File: src/design/decimal_cycle_length_macros.svh
// Assertion macros shared by the decimal_cycle_length RTL.
// Expects clk and rst_n in the scope of each use.
`ifndef DECIMAL_CYCLE_LENGTH_MACROS_SVH
`define DECIMAL_CYCLE_LENGTH_MACROS_SVH

// Same-cycle implication, checked outside reset.
`define DCL_ASSERT_IMP(lbl, ante, cons, msg) \
  lbl: assert property (@(posedge clk) disable iff (!rst_n) (ante) |-> (cons)) else $error(msg);

// Next-cycle implication, checked outside reset.
`define DCL_ASSERT_NXT(lbl, ante, cons, msg) \
  lbl: assert property (@(posedge clk) disable iff (!rst_n) (ante) |=> (cons)) else $error(msg);

`endif

File: src/design/dcl_pkg.sv
// Package for decimal_cycle_length: widths, payload structs, back-end states
// and the modular helpers of the long-division step. No dependencies.
`timescale 1ns / 1ps

package dcl_pkg;

  localparam int NUM_BITS    = 32;
  localparam int DEN_BITS    = 12;
  localparam int STORE_DEPTH = 1 << DEN_BITS;
  localparam int QUEUE_DEPTH = 2;
  localparam int MOD_CNT_W   = $clog2(NUM_BITS);

  typedef struct packed {
    logic [NUM_BITS-1:0] numer;
    logic [DEN_BITS-1:0] denom;
  } in_t;

  typedef struct packed {
    logic [DEN_BITS-1:0] cycle_len;
    logic                terminates;
    logic                div_error;
  } out_t;

  typedef struct packed {
    logic [NUM_BITS-1:0] numer;
    logic [DEN_BITS-1:0] denom;
    logic                zero_den;
  } job_t;

  typedef struct packed {
    logic                seen;
    logic [DEN_BITS-1:0] idx;
  } store_entry_t;

  typedef enum logic [2:0] {
    ST_IDLE,
    ST_MOD,
    ST_CLEAR,
    ST_PRIME,
    ST_WALK,
    ST_DONE
  } back_state_t;

  // 2*x mod d, for x < d
  function automatic logic [DEN_BITS-1:0] mod_dbl(input logic [DEN_BITS-1:0] x,
                                                  input logic [DEN_BITS-1:0] d);
    logic [DEN_BITS:0] y;
    y = {x, 1'b0};
    if (y >= {1'b0, d}) y = y - {1'b0, d};
    return y[DEN_BITS-1:0];
  endfunction

  // (a + b) mod d, for a, b < d
  function automatic logic [DEN_BITS-1:0] mod_add(input logic [DEN_BITS-1:0] a,
                                                  input logic [DEN_BITS-1:0] b,
                                                  input logic [DEN_BITS-1:0] d);
    logic [DEN_BITS:0] y;
    y = {1'b0, a} + {1'b0, b};
    if (y >= {1'b0, d}) y = y - {1'b0, d};
    return y[DEN_BITS-1:0];
  endfunction

  // 10*x mod d, for x < d
  function automatic logic [DEN_BITS-1:0] mod_ten(input logic [DEN_BITS-1:0] x,
                                                  input logic [DEN_BITS-1:0] d);
    logic [DEN_BITS-1:0] x2;
    logic [DEN_BITS-1:0] x4;
    logic [DEN_BITS-1:0] x5;
    x2 = mod_dbl(x, d);
    x4 = mod_dbl(x2, d);
    x5 = mod_add(x4, x, d);
    return mod_dbl(x5, d);
  endfunction

endpackage

File: src/design/dcl_front.sv
// Input stage of decimal_cycle_length: registers each transaction and flags
// a zero denominator. Depends on dcl_pkg.
`timescale 1ns / 1ps

module dcl_front (
  input  logic          clk,
  input  logic          rst_n,
  input  logic          in_valid,
  output logic          in_ready,
  input  dcl_pkg::in_t  in_data,
  output logic          push_valid,
  input  logic          push_ready,
  output dcl_pkg::job_t push_data
);
  import dcl_pkg::*;

  logic valid_r;
  job_t job_r;

  assign in_ready   = !valid_r || push_ready;
  assign push_valid = valid_r;
  assign push_data  = job_r;

  always_ff @(posedge clk) begin
    if (!rst_n) begin
      valid_r <= 1'b0;
    end else if (in_ready) begin
      valid_r <= in_valid;
    end
  end

  always_ff @(posedge clk) begin
    if (in_valid && in_ready) begin
      job_r.numer    <= in_data.numer;
      job_r.denom    <= in_data.denom;
      job_r.zero_den <= (in_data.denom == '0);
    end
  end

endmodule

File: config.mk
export PLATFORM = sky130hd
export DESIGN_NAME = dcl_front
export DESIGN_NICKNAME = d
export VERILOG_FILES = /design/src/design/decimal_cycle_length_macros.svh /design/src/design/dcl_pkg.sv /design/src/design/dcl_front.sv
export SDC_FILE = /design/constraint.sdc
export NUM_CORES = 1
export LEC_CHECK = 0
export ABC_AREA = 1
export BUFFER_PORTS_ARGS = -buffer_cell sky130_fd_sc_hd__buf_2
export CAP_MARGIN = 20
export CORE_AREA = 2 2 64 66
export CTS_CLUSTER_DIAMETER = 50
export DETAILED_ROUTE_END_ITERATION = 12
export DIE_AREA = 0 0 66 68
export GPL_TIMING_DRIVEN = 0
export PLACE_DENSITY = 0.75
export SKIP_LAST_GASP = 1
export SYNTH_ARGS = -nofsm -noshare
export SYNTH_HDL_FRONTEND = slang
export SYNTH_SLANG_ARGS = --single-unit
export TNS_END_PERCENT = 5
File: constraint.sdc
create_clock -name clk -period 4.8 [get_ports clk]
set_clock_uncertainty 0.15 [all_clocks]
set_input_delay 1.44 -clock clk [delete_from_list [all_inputs] [get_ports clk]]
set_output_delay 1.44 -clock clk [all_outputs]
set_load 0.005 [all_outputs]
==> impl_metrics.yaml <==
worst_hold_path:
  hold_path.class: "reg -> reg"
  hp-start: "push_valid$_SDFFE_PN0P_"
  hold_depth: 2
layout:
  fillers: 334
  fin_nets: 220
  syn_to_final_growth_pct: 44.1
  ff_latch_area_mm2: 0.00137
  antenna_cells: 0
  utilization_pct: 54.9
  fin_cells: 222
  multi_input_area_um2: 71.3
  final_cell_mix: "buf_2 (94), edfxtp_1 (45), inv_1 (10), nand2_1 (7), clkbuf_8 (5)"
  final_common_cell: "buf_2"
  drive_above_1_share_pct: 59.3
sta:
  finalCriticalPeriod_ns: 3.42
  period_share_pct: 71.3
  worst_pin_slew_ns: 0.647
  rsz0062_at_grt: "no"
  drv_slew: 0
  max_clock_freq_mhz: 292
  setup_viol: 0
  hold_viol: 0
  relSlewSlack_pct: 56.8
  whs_ns: 0.401
critical_path:
  worstPathArrival_ns: 1.83
  worstSetupStartpointType: "primary input"
  rr_worst_depth: 2
  cpPeakStageDelay_ns: 0.13
  critPathCaptureType: "output pin"
  crit_fanout: 2
  path_buf_inv: 3
  critPathRequiredTime_ns: 3.21
  critPathTopFamily: "buffers and inverters"
  cp.depth: 4
  crit_chain: "buf_2 > inv_1 > nand2_1 > buf_2"
  crit_slowest_cell: "buf_2"
  critPathKind: "in -> out"
  r2r_start: "push_valid$_SDFFE_PN0P_"
  crit_start: "push_ready"
  crit_top_cell: "buf_2"
detailed_routing:
  totalWireLength_mm: 2.63
  wire_per_inst_um: 11.8
  routed_via_density: 4.23
  drt_iter0_drc: 36
  drc: 0
  vias: 938
  firstDrtPassIters: 4
  postRouteAntennaNets: 0
floorplan:
  fp.dieH_um: 68
  design.core.area_mm2: 0.00386
  pin_count: 95
  dieWidth_um: 66
  start_util_pct: 38.1
  die_area_mm2: 0.00449
  row_count: 23
run_status:
  outcome: "completed"
clock_tree:
  htree_num_levels: 2
  holdBufCountCts: 0
  root_buffer: "clkbuf_8"
  clockBufferDepth: 2
  clkTransAtPathRegs_ns: 0.07
  cts-resized-gates: 0
  post_cts_buffers: 0
  cts_tree: "built"
  clk_latency_ns: 0.28
  numCtsBuffers: 5
  clock-sinks: 46
job:
  maxCapViolCount: 0
grt:
  grt_usage_pct: 11.9
  grt_start_max_net_pins: 28
  antenna_found_initial: 0
  grt_pass1_wl_mm: 3.74
  grt_pass1_vias: 869
  grt_overflow_total: 0
yosys:
  ys_seq_area_share_pct: 93.4
  synth.top_cell.area_share_pct: 92.0
  syn_area_mm2: 0.00147
  ys_warn_count: 0
  netlist_instances: 70
  syn_nets: 118
  synth_area_leader_cell: "edfxtp_1"
  synth_area_leaders: "edfxtp_1 (92%), inv_1 (2.6%), nand2_1 (1.8%)"
  yosysUniqueCellTypes: 8
  ys_seq_elements: 46
  avgSynthCellArea_um2: 21.0
place:
  gp_congestion: 0.676
  dpl.hpwl_mm: 2.06
  io_buffers: 94
  placed_cells: 215
power_and_ir_drop:
  peakVddDrop_mv: 0.252
  p_total_mw: 0.744
  p_leak_nw: 0.942
  power.density_mw_per_mm2: 351
report_power, final:
group | switching [mW] | internal (mW) | leakage [nW]
Clock | 0.108 | 0.100 | 0.0383
Combinational | 0.0295 | 0.0325 | 0.460
Sequential | 0.00509 | 0.468 | 0.444
per-stage QoR:
step / setup TNS [ns] / cell area (um2) / worst slack (ns)
global placement: -15.46 / 2000 / -0.345
CTS: 0 / 2120 / 1.38
detailed placement: 0 / 2040 / 1.38
global route: 0 / 2120 / 1.34
finish: 0 / 2120 / 1.38
floorplan: 0 / 1470 / 0.507
Yosys cell counts:
library cell / number
edfxtp_1: 45
inv_1: 10
nand2_1: 7
nor2_1: 4
a21boi_1: 1
a21oi_1: 1
dfxtp_1: 1
nor2_2: 1
layout make-up:
type | count | share of cell area (%)
Tap cell | 50 | 2.96
Timing Repair Buffer | 95 | 23.5
Multi-Input combinational cell | 14 | 3.37
Inverter | 10 | 1.77
Clock buffer | 7 | 3.61
Sequential cell | 46 | 64.8
final timing paths:
check	to	slack, ns
worst min-delay path	push_valid$_SDFFE_PN0P_	0.40
worst min register to register	push_valid$_SDFFE_PN0P_	0.40
worst max register to register	push_data[25]$_DFFE_PP_	3.18
worst max-delay path	in_ready	1.38
kinds of logic (layout without fill, tap and decap cells):
logic type	after synthesis	count (layout)	share of synthesized area [%]
compound gates	2	2	0.852
simple gates	12	12	3.24
buf+inv	10	112	2.56
flops	46	46	93.4
worst min-delay path, delay by kind of cell, from the launching register on:
| family | cells | cell delay [ns] |
|---|---|---|
| flip-flops | 1 | 0.35 |
| AO/OA/AOI/OAI | 1 | 0.06 |
| AND/OR/NAND/NOR | 1 | 0.10 |
layer usage:
layer  wire length (um)  share of wire [%]  global-route usage, %  up-vias
met1                967                 37                   12.1      423
met2               1300                 50                   19.8       56
met5                  0                  0                      0        -
li1                   -                  -                      -      453
met4                 46                1.7                   6.12        0
met3                311                 12                   6.41        6
registers in the layout, summed over array words and instances (netlist names):
signal,cells
push_valid,1
push_data,45
Power figures use the tool's default switching activity.
