<file path="src/design/decimal_cycle_length_macros.svh">
// Assertion macros shared by the decimal_cycle_length RTL.
// Expects clk and rst_n in the scope of each use.
`ifndef DECIMAL_CYCLE_LENGTH_MACROS_SVH
`define DECIMAL_CYCLE_LENGTH_MACROS_SVH

// Same-cycle implication, checked outside reset.
`define DCL_ASSERT_IMP(lbl, ante, cons, msg) \
  lbl: assert property (@(posedge clk) disable iff (!rst_n) (ante) |-> (cons)) else $error(msg);

// Next-cycle implication, checked outside reset.
`define DCL_ASSERT_NXT(lbl, ante, cons, msg) \
  lbl: assert property (@(posedge clk) disable iff (!rst_n) (ante) |=> (cons)) else $error(msg);

`endif

</file>
<file path="src/design/dcl_pkg.sv">
// Package for decimal_cycle_length: widths, payload structs, back-end states
// and the modular helpers of the long-division step. No dependencies.
`timescale 1ns / 1ps

package dcl_pkg;

  localparam int NUM_BITS    = 32;
  localparam int DEN_BITS    = 12;
  localparam int STORE_DEPTH = 1 << DEN_BITS;
  localparam int QUEUE_DEPTH = 2;
  localparam int MOD_CNT_W   = $clog2(NUM_BITS);

  typedef struct packed {
    logic [NUM_BITS-1:0] numer;
    logic [DEN_BITS-1:0] denom;
  } in_t;

  typedef struct packed {
    logic [DEN_BITS-1:0] cycle_len;
    logic                terminates;
    logic                div_error;
  } out_t;

  typedef struct packed {
    logic [NUM_BITS-1:0] numer;
    logic [DEN_BITS-1:0] denom;
    logic                zero_den;
  } job_t;

  typedef struct packed {
    logic                seen;
    logic [DEN_BITS-1:0] idx;
  } store_entry_t;

  typedef enum logic [2:0] {
    ST_IDLE,
    ST_MOD,
    ST_CLEAR,
    ST_PRIME,
    ST_WALK,
    ST_DONE
  } back_state_t;

  // 2*x mod d, for x < d
  function automatic logic [DEN_BITS-1:0] mod_dbl(input logic [DEN_BITS-1:0] x,
                                                  input logic [DEN_BITS-1:0] d);
    logic [DEN_BITS:0] y;
    y = {x, 1'b0};
    if (y >= {1'b0, d}) y = y - {1'b0, d};
    return y[DEN_BITS-1:0];
  endfunction

  // (a + b) mod d, for a, b < d
  function automatic logic [DEN_BITS-1:0] mod_add(input logic [DEN_BITS-1:0] a,
                                                  input logic [DEN_BITS-1:0] b,
                                                  input logic [DEN_BITS-1:0] d);
    logic [DEN_BITS:0] y;
    y = {1'b0, a} + {1'b0, b};
    if (y >= {1'b0, d}) y = y - {1'b0, d};
    return y[DEN_BITS-1:0];
  endfunction

  // 10*x mod d, for x < d
  function automatic logic [DEN_BITS-1:0] mod_ten(input logic [DEN_BITS-1:0] x,
                                                  input logic [DEN_BITS-1:0] d);
    logic [DEN_BITS-1:0] x2;
    logic [DEN_BITS-1:0] x4;
    logic [DEN_BITS-1:0] x5;
    x2 = mod_dbl(x, d);
    x4 = mod_dbl(x2, d);
    x5 = mod_add(x4, x, d);
    return mod_dbl(x5, d);
  endfunction

endpackage

</file>
<file path="src/design/dcl_queue.sv">
// Short FIFO of classified jobs between front and back of decimal_cycle_length.
// Depends on dcl_pkg.
`timescale 1ns / 1ps

module dcl_queue (
  input  logic          clk,
  input  logic          rst_n,
  input  logic          push_valid,
  output logic          push_ready,
  input  dcl_pkg::job_t push_data,
  output logic          pop_valid,
  input  logic          pop_ready,
  output dcl_pkg::job_t pop_data
);
  import dcl_pkg::*;

  localparam int PTR_W = $clog2(QUEUE_DEPTH);
  localparam int CNT_W = $clog2(QUEUE_DEPTH + 1);

  job_t             slot_r [QUEUE_DEPTH];
  logic [PTR_W-1:0] wr_ptr_r;
  logic [PTR_W-1:0] rd_ptr_r;
  logic [CNT_W-1:0] count_r;
  logic             do_push;
  logic             do_pop;

  assign push_ready = (count_r != CNT_W'(QUEUE_DEPTH));
  assign pop_valid  = (count_r != '0);
  assign pop_data   = slot_r[rd_ptr_r];
  assign do_push    = push_valid && push_ready;
  assign do_pop     = pop_valid && pop_ready;

  always_ff @(posedge clk) begin
    if (!rst_n) begin
      wr_ptr_r <= '0;
      rd_ptr_r <= '0;
      count_r  <= '0;
    end else begin
      if (do_push) begin
        wr_ptr_r <= (wr_ptr_r == PTR_W'(QUEUE_DEPTH - 1)) ? '0 : wr_ptr_r + 1'b1;
      end
      if (do_pop) begin
        rd_ptr_r <= (rd_ptr_r == PTR_W'(QUEUE_DEPTH - 1)) ? '0 : rd_ptr_r + 1'b1;
      end
      if (do_push && !do_pop) begin
        count_r <= count_r + 1'b1;
      end else if (do_pop && !do_push) begin
        count_r <= count_r - 1'b1;
      end
    end
  end

  always_ff @(posedge clk) begin
    if (do_push) begin
      slot_r[wr_ptr_r] <= push_data;
    end
  end

endmodule

</file>
<file path="config.mk">
export PLATFORM = sky130hd
export DESIGN_NAME = dcl_queue
export DESIGN_NICKNAME = d
export VERILOG_FILES = /design/src/design/decimal_cycle_length_macros.svh /design/src/design/dcl_pkg.sv /design/src/design/dcl_queue.sv
export SDC_FILE = /design/constraint.sdc
export NUM_CORES = 1
export LEC_CHECK = 0
export BUFFER_PORTS_ARGS = -buffer_cell sky130_fd_sc_hd__buf_2
export CAP_MARGIN = 20
export CORE_UTILIZATION = 35
export CTS_BUF_LIST = sky130_fd_sc_hd__clkbuf_16
export DETAILED_ROUTE_END_ITERATION = 7
export PLACE_DENSITY_LB_ADDON = 0.1
export SYNTH_ARGS = -nofsm -noshare
export SYNTH_HDL_FRONTEND = slang
export SYNTH_SLANG_ARGS = --single-unit
</file>
<file path="constraint.sdc">
create_clock -name clk -period 5.58 [get_ports clk]
set_clock_uncertainty 0.05 [all_clocks]
set_input_delay 0.558 -clock clk [delete_from_list [all_inputs] [get_ports clk]]
set_output_delay 0.558 -clock clk [all_outputs]
set_load 0.005 [all_outputs]
</file>
==> qor.tcl, run 1 <==
set qor(run_status) {finished, final reports clean}
set qor(total_count_of_max_transition_violations_in_the_final_report) 0
set qor(antenna_left) 0
set qor(cell_area_after_synthesis_mm2) 0.00348
set qor(area.growth.synth_to_final_pct) 26.2
set qor(hold_viol) 0
set qor(worst_setup_path_end_kind) {output pin}
set qor(top_signal_layer_used) {met4}
set qor(critical_path_required_time_ns) 4.97
set qor(crit_fanout) 28
set qor(cts_tree) {yes}
set qor(setup_violations) 0
set qor(dp_hpwl_mm) 3.70
set qor(layout-drive-gt1-share_pct) 59.6
set qor(totalNegativeSetupSlack_ns) 0
set qor(detailroute.wirelength.met2_mm) 2.76
set qor(grt_max_degree) 46
set qor(place.detailed.instances) 389
set qor(achievable-frequency_mhz) 392
set qor(iteration_0_drc_markers) 38
set qor(initial_antenna_violation_count) 0
set qor(number_of_warning_messages_in_the_yosys_log) 0
set qor(port-buffer-count) 95
set qor(num_vias) 1769
set qor(timing.max_slew.rel_slack_pct) 31.5
set qor(placeableCoreArea_mm2) 0.00968
set qor(drt-total-wl_mm) 5.84
set qor(tightestPinTransition_ns) 1.03
set qor(ctsResizeCount) 0
set qor(ys_seq_area_share_pct) 80.6
set qor(wl_met1_mm) 2.54
set qor(drt_pre_antenna_iters) 4
set qor(final.period_utilization_pct) 45.8
set qor(max_cap_violations) 0
set qor(groute.usage.overall_pct) 11.9
set qor(vdd_ir_drop_max_v) 0.000148
set qor(timing.hold.ws_ns) 0.358
set qor(drc) 0
set qor(cts_setup_buffers) 0
set qor(grt_overflow_total) 0
set qor(holdCritPathClass) {input pin to flip-flop}
set qor(timing.critical_path.from_type) {flip-flop}
set qor(floorplan.die.height_um) 102
set qor(arrival_ns) 1.95
set qor(min_period_ns) 2.55
set qor(tritoncts_num_sinks) 95
set qor(numCtsBuffers) 9
set qor(met3_wirelength_um) 456
set qor(insertion_delay_ns) 0.33
set qor(postSynthAreaPerCell_um2) 21.2
set qor(worst_slack_ns) 3.03
set qor(dp_worst_setup_slack_ns) 3.35
set qor(num_rows) 36
set qor(crit_type) {flip-flop to output pin}
set qor(layoutNonFillerInstCount) 406
set qor(synth_cell_types) 19
set qor(floorplan.io_pins) 96
set qor(pwr_density_cell_mw_per_mm2) 434
set qor(total_die_area_mm2) 0.0103
set qor(clock_path_buffers) 2
set qor(net_total_in_the_final_layout) 317
set qor(route.detailed.wl_per_inst_um) 14.4
set qor(finish.utilization_pct) 45.3
set qor(number_of_vias_per_cell) 4.36
set qor(number_of_buffers_added_to_fix_hold_violations_after_cts) 0
set qor(cts-htree-levels) 3
set qor(synthesized_instance_count) 164
set qor(synthesis.nets) 214
set qor(die-width_um) 102
set qor(leakagePower_nw) 1.63
set qor(grt_setup_unrepaired) {no}
set qor(first_global_vias) 1790
set qor(synth_register_bits) 95
set qor(clk_root_buffer_cell) {sky130_fd_sc_hd__clkbuf_16}
set qor(initial_utilization_pct) 35.9
set qor(clock_pin_slew_of_the_registers_on_the_worst_case_setup_and_hold_paths_ns) 0.07
set qor(place_congestion) 0.653
set qor(grt_first_pass_wirelength_mm) 8.86
## registers in the layout, indices dropped and copies added, names as in the netlist, named ones only
signal	cells
count_r	2
rd_ptr_r	1
wr_ptr_r	1
slot_r	90
## stage by stage
stage	area, um^2	power [W]
2_1_floorplan	3480	0.00120
6_report	4390	0.00191
3_3_place_gp	4110	0.00137
4_1_cts	4390	0.00193
5_1_grt	4390	0.00200
3_5_place_dp	4110	0.00138
## cells in the mapped netlist
master	n	share of area, %
sky130_fd_sc_hd__or2_2	1	0.18
sky130_fd_sc_hd__and2_1	4	0.72
sky130_fd_sc_hd__or3_1	1	0.18
sky130_fd_sc_hd__dfxtp_1	5	2.9
sky130_fd_sc_hd__a21boi_0	1	0.22
sky130_fd_sc_hd__nand2b_4	1	0.40
sky130_fd_sc_hd__edfxtp_1	90	78
sky130_fd_sc_hd__o21ai_0	1	0.14
sky130_fd_sc_hd__and3_1	1	0.18
sky130_fd_sc_hd__ha_1	1	0.36
sky130_fd_sc_hd__xor2_1	1	0.25
sky130_fd_sc_hd__nand3b_1	1	0.22
sky130_fd_sc_hd__inv_1	1	0.11
sky130_fd_sc_hd__buf_2	5	0.72
sky130_fd_sc_hd__mux2_2	45	15
sky130_fd_sc_hd__o21ai_1	1	0.14
sky130_fd_sc_hd__a21bo_2	1	0.29
sky130_fd_sc_hd__xnor2_1	2	0.50
sky130_fd_sc_hd__a21boi_1	1	0.22
## critical path, stage by stage, from the launching register on
cell and delay [ns]:
sky130_fd_sc_hd__dfxtp_2 0.61, sky130_fd_sc_hd__buf_4 0.44, sky130_fd_sc_hd__mux2_2 0.40, sky130_fd_sc_hd__buf_2 0.13
## kinds of logic after synthesis
kind of cell	share of synthesized area, %
buf+inv	0.827
mux	14.6
simple gates	1.87
xor+xnor	0.756
flops	80.6
fa+ha+maj	0.360
compound gates	1.01
## layout make-up
cell class | count | area (um^2)
timing repair buffer | 97 | 490
tap | 133 | 166
sequential | 95 | 2800
fill | 887 | 5300
clock inverter | 7 | 50.0
multi-input combinational | 63 | 647
inverter | 1 | 3.75
antenna | 1 | 2.50
clock buffer | 9 | 225
## path summary, 6_finish.rpt
check	start	to	slack (ns)	cells past startpoint
hold / removal	push_data[13]	slot_r[0][13]	0.36	1
setup / recovery	flip-flop	pop_data[10]	3.03	3
hold reg to reg	count_r[1]	count_r[1]	0.50	2
setup reg to reg	count_r[0]	slot_r[1][37]	3.60	3
## routing by layer
| metal | up-vias | track usage, % |
|---|---|---|
| li1 | 855 | - |
| met5 | - | 0 |
| met2 | 63 | 18.9 |
| met1 | 843 | 14.1 |
| met3 | 8 | 5.04 |
| met4 | 0 | 5.69 |
## placed cells by master, fill, tap and decap left out
cell type	netlist	layout
sky130_fd_sc_hd__buf_2	5	95
sky130_fd_sc_hd__edfxtp_1	90	90
sky130_fd_sc_hd__mux2_2	45	45
sky130_fd_sc_hd__clkbuf_16	0	9
sky130_fd_sc_hd__and2_1	4	4
sky130_fd_sc_hd__dfxtp_1	5	4
sky130_fd_sc_hd__xnor2_1	2	2
sky130_fd_sc_hd__inv_6	0	2
sky130_fd_sc_hd__clkinv_4	0	2
sky130_fd_sc_hd__inv_1	1	2
sky130_fd_sc_hd__buf_4	0	2
sky130_fd_sc_hd__diode_2	0	1
sky130_fd_sc_hd__nand2b_4	1	1
sky130_fd_sc_hd__or2_2	1	1
sky130_fd_sc_hd__o21ai_1	1	1
sky130_fd_sc_hd__and3_2	0	1
sky130_fd_sc_hd__nand3b_1	1	1
sky130_fd_sc_hd__inv_2	0	1
sky130_fd_sc_hd__a21bo_2	1	1
sky130_fd_sc_hd__a21boi_0	1	1
sky130_fd_sc_hd__xor2_1	1	1
sky130_fd_sc_hd__o21ai_0	1	1
sky130_fd_sc_hd__or3_1	1	1
sky130_fd_sc_hd__a21boi_1	1	1
sky130_fd_sc_hd__ha_1	1	1
sky130_fd_sc_hd__dfxtp_2	0	1
sky130_fd_sc_hd__clkinvlp_4	0	1
## power breakdown
part	internal [W]	switching [W]	total [W]	leakage [nW]
Clock	0.000303	0.000256	0.000559	0.139
Combinational	0.000223	0.000186	0.000409	0.609
Sequential	0.000893	0.0000437	0.000937	0.882
Total	0.00142	0.000486	0.00191	1.63
(Power assumes the default switching activity.)
==> run 2: changes to the inputs <==
--- a/config.mk
+++ b/config.mk
@@ -5,6 +5,7 @@
 export SDC_FILE = /design/constraint.sdc
 export NUM_CORES = 1
 export LEC_CHECK = 0
+export ABC_AREA = 1
 export BUFFER_PORTS_ARGS = -buffer_cell sky130_fd_sc_hd__buf_2
 export CAP_MARGIN = 20
 export CORE_UTILIZATION = 35
==> constraint.sdc (replaced) <==
create_clock -name clk -period 2.28 [get_ports clk]
set_clock_uncertainty 0.05 [all_clocks]
set_input_delay 0.228 -clock clk [delete_from_list [all_inputs] [get_ports clk]]
set_output_delay 0.228 -clock clk [all_outputs]
set_load 0.005 [all_outputs]
==> run 2 against run 1 <==
Sequential share of layout area shrank 3.0 points; worst hold slack lost 0.33 ns; clock power grew to 2.6 times the previous value; first-iteration DRC count shrank 2.6%; critical path type unchanged; largest power group unchanged.
==> qor.tcl, run 2 <==
set qor(run_status) {finished, final reports clean}
set qor(cts_setup_buffers) 0 ;# unchanged
set qor(num_vias) 1829 ;# +3.4%
set qor(synth-main-ff-cell) {sky130_fd_sc_hd__edfxtp_1}
set qor(tightestPinTransition_ns) 0.509 ;# -0.518 ns
set qor(cts_tree) {yes}
set qor(placeableCoreArea_mm2) 0.0103 ;# +6.1%
set qor(finish.utilization_pct) 44.8 ;# -0.55 points
set qor(num_rows) 37 ;# +2.8%
set qor(hold_viol) 0 ;# unchanged
set qor(drt_pre_antenna_iters) 4 ;# unchanged
set qor(min_period_ns) 1.86
set qor(ctsResizeCount) 0 ;# unchanged
set qor(compound_cell_area_share_of_the_yosys_netlist_pct) 0.610 ;# -0.40 points
set qor(synthesized_instance_count) 177 ;# +7.9%
set qor(synthMuxAreaShare_pct) 17.8 ;# +3.2 points
set qor(rrSetupSlack_ns) 0.56 ;# -3.04 ns
set qor(cts-htree-levels) 3 ;# unchanged
set qor(post_synth_main_area_contributors) {sky130_fd_sc_hd__edfxtp_1 (73%), sky130_fd_sc_hd__mux2_4 (16%), sky130_fd_sc_hd__dfxtp_1 (2.7%)}
set qor(reg.largest.list) {slot_r: 90 flops, count_r: 2 flops}
set qor(antenna_left) 0 ;# unchanged
set qor(floorplan.die.height_um) 105 ;# +3.0%
set qor(total_count_of_max_transition_violations_in_the_final_report) 0 ;# unchanged
set qor(number_of_diodes_added_for_antenna_fixing) 0 ;# -1
set qor(synth_top_cell_by_area) {sky130_fd_sc_hd__edfxtp_1}
set qor(timing.rr.end) {slot_r[1][24]}
set qor(ys_seq_area_share_pct) 75.9 ;# -4.7 points
set qor(total_die_area_mm2) 0.0110 ;# +6.0%
set qor(drt-total-wl_mm) 6.21 ;# +6.4%
set qor(number_of_flip_flops_in_the_largest_register) 90 ;# unchanged
set qor(synthesis.nets) 227 ;# +6.1%
set qor(crit_type) {flip-flop to output pin}
set qor(clock_pin_slew_of_the_registers_on_the_worst_case_setup_and_hold_paths_ns) 0.07 ;# about the same
set qor(groute.usage.overall_pct) 12.1 ;# +0.18 points
set qor(vdd_ir_drop_max_v) 0.000433 ;# +190%
set qor(initial_antenna_violation_count) 0 ;# unchanged
set qor(number_of_enable_type_register_cells_in_the_synthesized_netlist) 90 ;# unchanged
set qor(reg2regPathDepth) 5 ;# +2
set qor(cell_area_after_synthesis_mm2) 0.00369 ;# +6.2%
set qor(critical_path_required_time_ns) 2.00 ;# -2.97 ns
set qor(holdCritPathClass) {input pin to flip-flop}
set qor(xor_xnor_fraction_of_synth_area_pct) 0 ;# -0.76 points
set qor(max_cap_violations) 0 ;# unchanged
set qor(final.period_utilization_pct) 81.7
set qor(synth_cell_types) 15 ;# -4
set qor(insertion_delay_ns) 0.33 ;# about the same
set qor(floorplan.io_pins) 96 ;# unchanged
set qor(route.detailed.wl_per_inst_um) 14.7 ;# +1.8%
set qor(grt_overflow_total) 0 ;# unchanged
set qor(ff_to_ff_start) {count_r[0]}
set qor(hold_path_end) {slot_r[1][39]}
set qor(synth_commonest_cells) {sky130_fd_sc_hd__edfxtp_1 (90), sky130_fd_sc_hd__mux2_4 (40), sky130_fd_sc_hd__nand2_1 (9), sky130_fd_sc_hd__inv_1 (8), sky130_fd_sc_hd__nor2_1 (8)}
set qor(net_total_in_the_final_layout) 333 ;# +5.0%
set qor(hold_start) {push_data[39]}
set qor(number_of_warning_messages_in_the_yosys_log) 0 ;# unchanged
set qor(number_of_vias_per_cell) 4.31 ;# -1.0%
set qor(achievable-frequency_mhz) 537
set qor(grt_max_degree) 37 ;# -20%
set qor(number_of_buffers_added_to_fix_hold_violations_after_cts) 0 ;# unchanged
set qor(yosys.area.top_type_share_pct) 73.2 ;# -4.5 points
set qor(port-buffer-count) 95 ;# unchanged
set qor(most_common_cell_in_the_netlist) {sky130_fd_sc_hd__edfxtp_1}
set qor(totalNegativeSetupSlack_ns) 0 ;# unchanged
set qor(crit_fanout) 25 ;# -11%
set qor(grt_setup_unrepaired) {no}
set qor(async_reset_ff_share_pct) 0 ;# unchanged
set qor(dp_hpwl_mm) 3.98 ;# +7.6%
set qor(numCtsBuffers) 9 ;# unchanged
set qor(largest_register) {slot_r}
set qor(timing.hold.worst_path_depth) 1 ;# unchanged
set qor(clock_path_buffers) 2 ;# unchanged
set qor(arrival_ns) 1.58 ;# -0.37 ns
set qor(tritoncts_num_sinks) 95 ;# unchanged
set qor(clk_root_buffer_cell) {sky130_fd_sc_hd__clkbuf_16}
set qor(post_synth_adder_cell_area_pct) 0.339 ;# -0.021 points
set qor(initial_utilization_pct) 35.9 ;# about the same
set qor(place_congestion) 0.677 ;# +3.6%
set qor(layout.cells.most_common) {sky130_fd_sc_hd__buf_2}
set qor(grt_first_pass_wirelength_mm) 9.80 ;# +11%
set qor(pwr_density_cell_mw_per_mm2) 1060 ;# +140%
set qor(synth-simple-area-share_pct) 2.03 ;# +0.16 points
set qor(timing.critical_path.from_type) {flip-flop}
set qor(final_cell_mix) {sky130_fd_sc_hd__buf_2 (95), sky130_fd_sc_hd__edfxtp_1 (90), sky130_fd_sc_hd__mux2_4 (40)}
set qor(timing.max_slew.rel_slack_pct) 66.1 ;# +35 points
set qor(synth_register_bits) 95 ;# unchanged
set qor(drc) 0 ;# unchanged
set qor(leakagePower_nw) 1.82 ;# +12%
set qor(iteration_0_drc_markers) 37 ;# -2.6%
set qor(first_global_vias) 1950 ;# +8.9%
set qor(layout-drive-gt1-share_pct) 55.9 ;# -3.7 points
set qor(postSynthAreaPerCell_um2) 20.9 ;# -1.6%
set qor(area.growth.synth_to_final_pct) 24.7
set qor(setup_violations) 0 ;# unchanged
set qor(main_combinational_cell_family_by_area_after_synthesis) {multiplexers}
set qor(die-width_um) 105 ;# +3.0%
set qor(worst_setup_path_end_kind) {output pin}
[run 2: cell count changes after synthesis, sizes merged, moves of 2 or more]
cell / delta
a21boi: -2
xnor2: -2
and2: -4
inv: +7
nor2: +8
nand2: +9
[run 2: metrics by stage]
step	worst slack [ns]	hold WS, ns	area (um^2)	power, W	std cells
after floorplan	-0.699	0.277	3690	0.00314	177
after global placement	0.634	0.365	4310	0.00351	408
after detailed placement	0.556	0.370	4310	0.00352	408
after CTS	0.367	0.0226	4600	0.00496	424
after global routing	0.341	0.0174	4600	0.00514	424
final	0.417	0.0289	4600	0.00489	424
[run 2: kinds of logic after synthesis]
family                   after synthesis
adder cells (fa/ha/maj)                1
AND/OR/NAND/NOR                       19
multiplexers                          45
AO/OA/AOI/OAI                          4
buffers and inverters                 13
flip-flops                            95
[run 2: worst max-delay path by stage]
stage                     to  slack, ns  cells past startpoint
2_1_floorplan   slot_r[0][0]      -0.70                      4
3_3_place_gp   slot_r[1][39]       0.63                      5
3_5_place_dp   slot_r[0][41]       0.56                      5
4_1_cts         pop_data[30]       0.37                      3
5_1_grt         pop_data[30]       0.34                      3
6_report        pop_data[30]       0.42                      3
[run 2: area by class of cell]
| type | count | area [um^2] |
|---|---|---|
| sequential | 95 | 2800 |
| fill | 934 | 5680 |
| clock inverter | 7 | 65.1 |
| inverter | 8 | 30.0 |
| multi-input combinational | 69 | 782 |
| clock buffer | 9 | 225 |
| timing repair buffer | 100 | 526 |
| tap | 136 | 170 |
[run 2: metal layers]
metal	up-vias	GRT usage, %	share of wire, %
met3	12	4.12	6.0
met1	872	14.9	44
met2	61	19.6	48
met4	0	4.83	1.7
li1	884	-	-
met5	-	0	0
[run 2: worst max-delay path, cell delays in order (launching register included)]
cell and delay [ns]:
sky130_fd_sc_hd__dfxtp_2 0.32, sky130_fd_sc_hd__buf_4 0.40, sky130_fd_sc_hd__mux2_2 0.40, sky130_fd_sc_hd__buf_2 0.13
[run 2: power breakdown]
| group | internal (W) | switching (W) |
|---|---|---|
| Combinational | 0.000623 | 0.000565 |
| Sequential | 0.00221 | 0.0000661 |
| Clock | 0.000839 | 0.000591 |
==> run 3: changes to the inputs <==
--- a/config.mk
+++ b/config.mk
@@ -5,7 +5,7 @@
 export SDC_FILE = /design/constraint.sdc
 export NUM_CORES = 1
 export LEC_CHECK = 0
-export ABC_AREA = 1
+export ABC_AREA = 0
 export BUFFER_PORTS_ARGS = -buffer_cell sky130_fd_sc_hd__buf_2
 export CAP_MARGIN = 20
 export CORE_UTILIZATION = 35
==> constraint.sdc (replaced) <==
create_clock -name clk -period 1.75 [get_ports clk]
set_clock_uncertainty 0.05 [all_clocks]
set_input_delay 0.175 -clock clk [delete_from_list [all_inputs] [get_ports clk]]
set_output_delay 0.175 -clock clk [all_outputs]
set_load 0.005 [all_outputs]
==> run 3 against run 2 <==
First-iteration DRC count shrank 24%; total power grew 29%; largest power group unchanged; flip-flop and latch count is the same; clock-buffer cell count is the same; sequential power grew 29%; largest cell class unchanged; final cell count grew 7.1%; clock power grew 30%.
==> qor.tcl, run 3 (synthesized netlist as in run 1, its figures left out) <==
set qor(dp_worst_setup_slack_ns) 0.143 ;# -0.413 ns
set qor(cp.depth) 3 ;# unchanged
set qor(arrival_ns) 1.44 ;# -0.14 ns
set qor(power_frac_seq_pct) 46.3 ;# -0.2 points
set qor(numCtsBuffers) 9 ;# unchanged
set qor(share_comb_of_total_power_pct) 24.3 ;# about the same
set qor(tightestPinTransition_ns) 0.248 ;# -0.261 ns
set qor(min_period_ns) 1.67
set qor(num_rows) 36 ;# -2.7%
set qor(critical_path.cell_chain) {buf_4, mux2_2, buf_2}
set qor(area.growth.synth_to_final_pct) 42.0
set qor(drt-total-wl_mm) 6.08 ;# -2.1%
set qor(p_sw_w) 0.00153 ;# +25%
set qor(num_vias) 1936 ;# +5.9%
set qor(hold_viol) 0 ;# unchanged
set qor(clk_pwr_share_pct) 29.4 ;# +0.2 points
set qor(final.fill_count) 833 ;# -11%
set qor(pwr_density_cell_mw_per_mm2) 1280 ;# +20%
set qor(number_of_diodes_added_for_antenna_fixing) 0 ;# unchanged
set qor(number_of_flip_flops_in_the_largest_register) 90 ;# unchanged
set qor(placeableCoreArea_mm2) 0.00968 ;# -5.8%
set qor(critPathSlowestCell) {sky130_fd_sc_hd__mux2_2}
set qor(worst-path-buf-inv) 2 ;# unchanged
set qor(worst_slack_ns) 0.0818 ;# -0.336 ns
set qor(initial_utilization_pct) 35.9 ;# about the same
set qor(power.internal_w) 0.00480 ;# +31%
set qor(placedInstanceArea_mm2) 0.00420 ;# -2.7%
set qor(vdd_ir_drop_max_v) 0.000622 ;# +44%
set qor(route.detailed.wl_per_inst_um) 13.4 ;# -8.6%
set qor(place_congestion) 0.635 ;# -6.1%
set qor(total_count_of_max_transition_violations_in_the_final_report) 0 ;# unchanged
set qor(clock_path_buffers) 2 ;# unchanged
set qor(crit_fanout) 18 ;# -28%
set qor(grt_overflow_total) 0 ;# unchanged
set qor(power.share.switching_pct) 24.1 ;# -0.85 points
set qor(iteration_0_drc_markers) 28 ;# -24%
set qor(timing.critical_path.from_type) {flip-flop}
set qor(reg2regPathDepth) 5 ;# unchanged
set qor(timing.hold.ws_ns) 0.0577 ;# +0.0288 ns
set qor(critical_path_required_time_ns) 1.52 ;# -0.48 ns
set qor(drc) 0 ;# unchanged
set qor(setup_violations) 0 ;# unchanged
set qor(layout.cells.most_common) {sky130_fd_sc_hd__buf_2}
set qor(reg.largest.list) {slot_r: 90 flops, count_r: 2 flops}
set qor(total_die_area_mm2) 0.0103 ;# -5.7%
set qor(floorplan.die.height_um) 102 ;# -2.9%
set qor(multiInputGateArea_um2) 647 ;# -17%
set qor(layout-drive-gt1-share_pct) 51.7 ;# -4.2 points
set qor(timing.hold.worst_path_depth) 2 ;# +1
set qor(ff_latch_area_mm2) 0.00280 ;# unchanged
set qor(grt_max_degree) 30 ;# -19%
set qor(cts-htree-levels) 3 ;# unchanged
set qor(grt_setup_unrepaired) {no}
set qor(totalNegativeSetupSlack_ns) 0 ;# unchanged
set qor(antenna_left) 0 ;# unchanged
set qor(net_total_in_the_final_layout) 366 ;# +9.9%
set qor(achievable-frequency_mhz) 599
set qor(final_cell_mix) {sky130_fd_sc_hd__buf_2 (95), sky130_fd_sc_hd__edfxtp_1 (90), sky130_fd_sc_hd__mux2_2 (45), sky130_fd_sc_hd__dlygate4sd3_1 (45), sky130_fd_sc_hd__clkbuf_16 (9)}
set qor(holdCritPathClass) {input pin to flip-flop}
set qor(tritoncts_num_sinks) 95 ;# unchanged
set qor(floorplan.io_pins) 96 ;# unchanged
set qor(timing.max_slew.rel_slack_pct) 83.5 ;# +17 points
set qor(largest_register) {slot_r}
set qor(run_status) {finished, final reports clean}
set qor(insertion_delay_ns) 0.32 ;# about the same
set qor(clock_pin_slew_of_the_registers_on_the_worst_case_setup_and_hold_paths_ns) 0.06 ;# about the same
set qor(cts_tree) {yes}
set qor(initial_antenna_violation_count) 0 ;# unchanged
set qor(groute.usage.overall_pct) 11.9 ;# -0.21 points
set qor(number_of_vias_per_cell) 4.26 ;# -1.1%
set qor(final.period_utilization_pct) 95.3
set qor(port-buffer-count) 95 ;# unchanged
set qor(crit_type) {flip-flop to output pin}
set qor(clk_root_buffer_cell) {sky130_fd_sc_hd__clkbuf_16}
set qor(grt_first_pass_wirelength_mm) 8.93 ;# -8.9%
set qor(die-width_um) 102 ;# -2.9%
set qor(leakagePower_nw) 1.85 ;# +1.9%
set qor(drt_pre_antenna_iters) 4 ;# unchanged
set qor(dp_hpwl_mm) 3.80 ;# -4.3%
set qor(first_global_vias) 1834 ;# -5.9%
set qor(design_area_mm2) 0.00494 ;# +7.3%
set qor(max_stage_delay_ns) 0.36 ;# -0.04 ns
set qor(critical-path-top-delay-family) {buffers and inverters}
set qor(ctsResizeCount) 0 ;# unchanged
set qor(max_cap_violations) 0 ;# unchanged
set qor(worst_setup_path_end_kind) {output pin}
run 3: cell types whose count changed in the layout (fill, tap and decap cells not counted), moves of 3 or more:
| cell | delta |
|---|---|
| sky130_fd_sc_hd__dlygate4sd3_1 | +45 |
| sky130_fd_sc_hd__mux2_2 | +40 |
| sky130_fd_sc_hd__buf_12 | +3 |
| sky130_fd_sc_hd__and2_1 | +4 |
| sky130_fd_sc_hd__mux2_4 | -40 |
| sky130_fd_sc_hd__nor2_1 | -6 |
| sky130_fd_sc_hd__inv_1 | -7 |
| sky130_fd_sc_hd__nand2_1 | -9 |
run 3: what timing repair did:
item / in CTS / in global routing
hold buffers: 45 / 0
setup buffers: 0 / 0
endpoints found under the hold margin: 90 / 0
run 3: cell type report:
| cell class | count | area share (%) |
|---|---|---|
| sequential | 95 | 56.8 |
| timing repair buffer | 146 | 20.7 |
| multi-input combinational | 63 | 13.1 |
| clock buffer | 9 | 4.56 |
| tap | 133 | 3.37 |
| clock inverter | 7 | 1.34 |
| inverter | 1 | 0.152 |
run 3: worst paths after layout:
| kind | from | to | slack, ns |
|---|---|---|---|
| setup / recovery | flip-flop | pop_data[26] | 0.08 |
| hold / removal | rst_n | count_r[0] | 0.06 |
| setup reg to reg | count_r[0] | count_r[1] | 0.14 |
| hold reg to reg | count_r[1] | count_r[1] | 0.50 |
run 3: worst reg2reg max path: cells and delay by family (launching register included):
family	cells	cell delay [ns]
AOI/OAI and AO/OA	1	0.14
DFF	1	0.35
adders and majority gates	1	0.32
and+or+nand+nor	3	0.68
run 3: power by group through the flow:
| stage | sequential (W) | combinational [W] | clock (W) |
|---|---|---|---|
| 2_1_floorplan | 0.00296 | 0.000861 | 0 |
| 3_3_place_gp | 0.00297 | 0.00150 | 0 |
| 3_5_place_dp | 0.00298 | 0.00150 | 0 |
| 4_1_cts | 0.00293 | 0.00159 | 0.00193 |
| 5_1_grt | 0.00296 | 0.00169 | 0.00201 |
| 6_report | 0.00293 | 0.00153 | 0.00186 |
run 3: stage by stage:
| step | total power, W | util (%) | cells |
|---|---|---|---|
| floorplan | 0.00382 | - | 164 |
| finish | 0.00632 | 51.0 | 454 |
| global placement | 0.00447 | 43.3 | 393 |
| global route | 0.00665 | 51.0 | 454 |
| CTS | 0.00645 | 51.0 | 454 |
| detailed placement | 0.00448 | 43.3 | 393 |
run 3: metal layers:
| layer | global-route usage (%) | routed length [um] | vias up | share of wire, % |
|---|---|---|---|---|
| li1 | - | - | 946 | - |
| met1 | 14.6 | 2720 | 934 | 45 |
| met2 | 19.4 | 2980 | 52 | 49 |
| met3 | 4.00 | 333 | 4 | 5.5 |
| met4 | 4.68 | 51 | 0 | 0.84 |
| met5 | 0 | 0 | - | 0 |
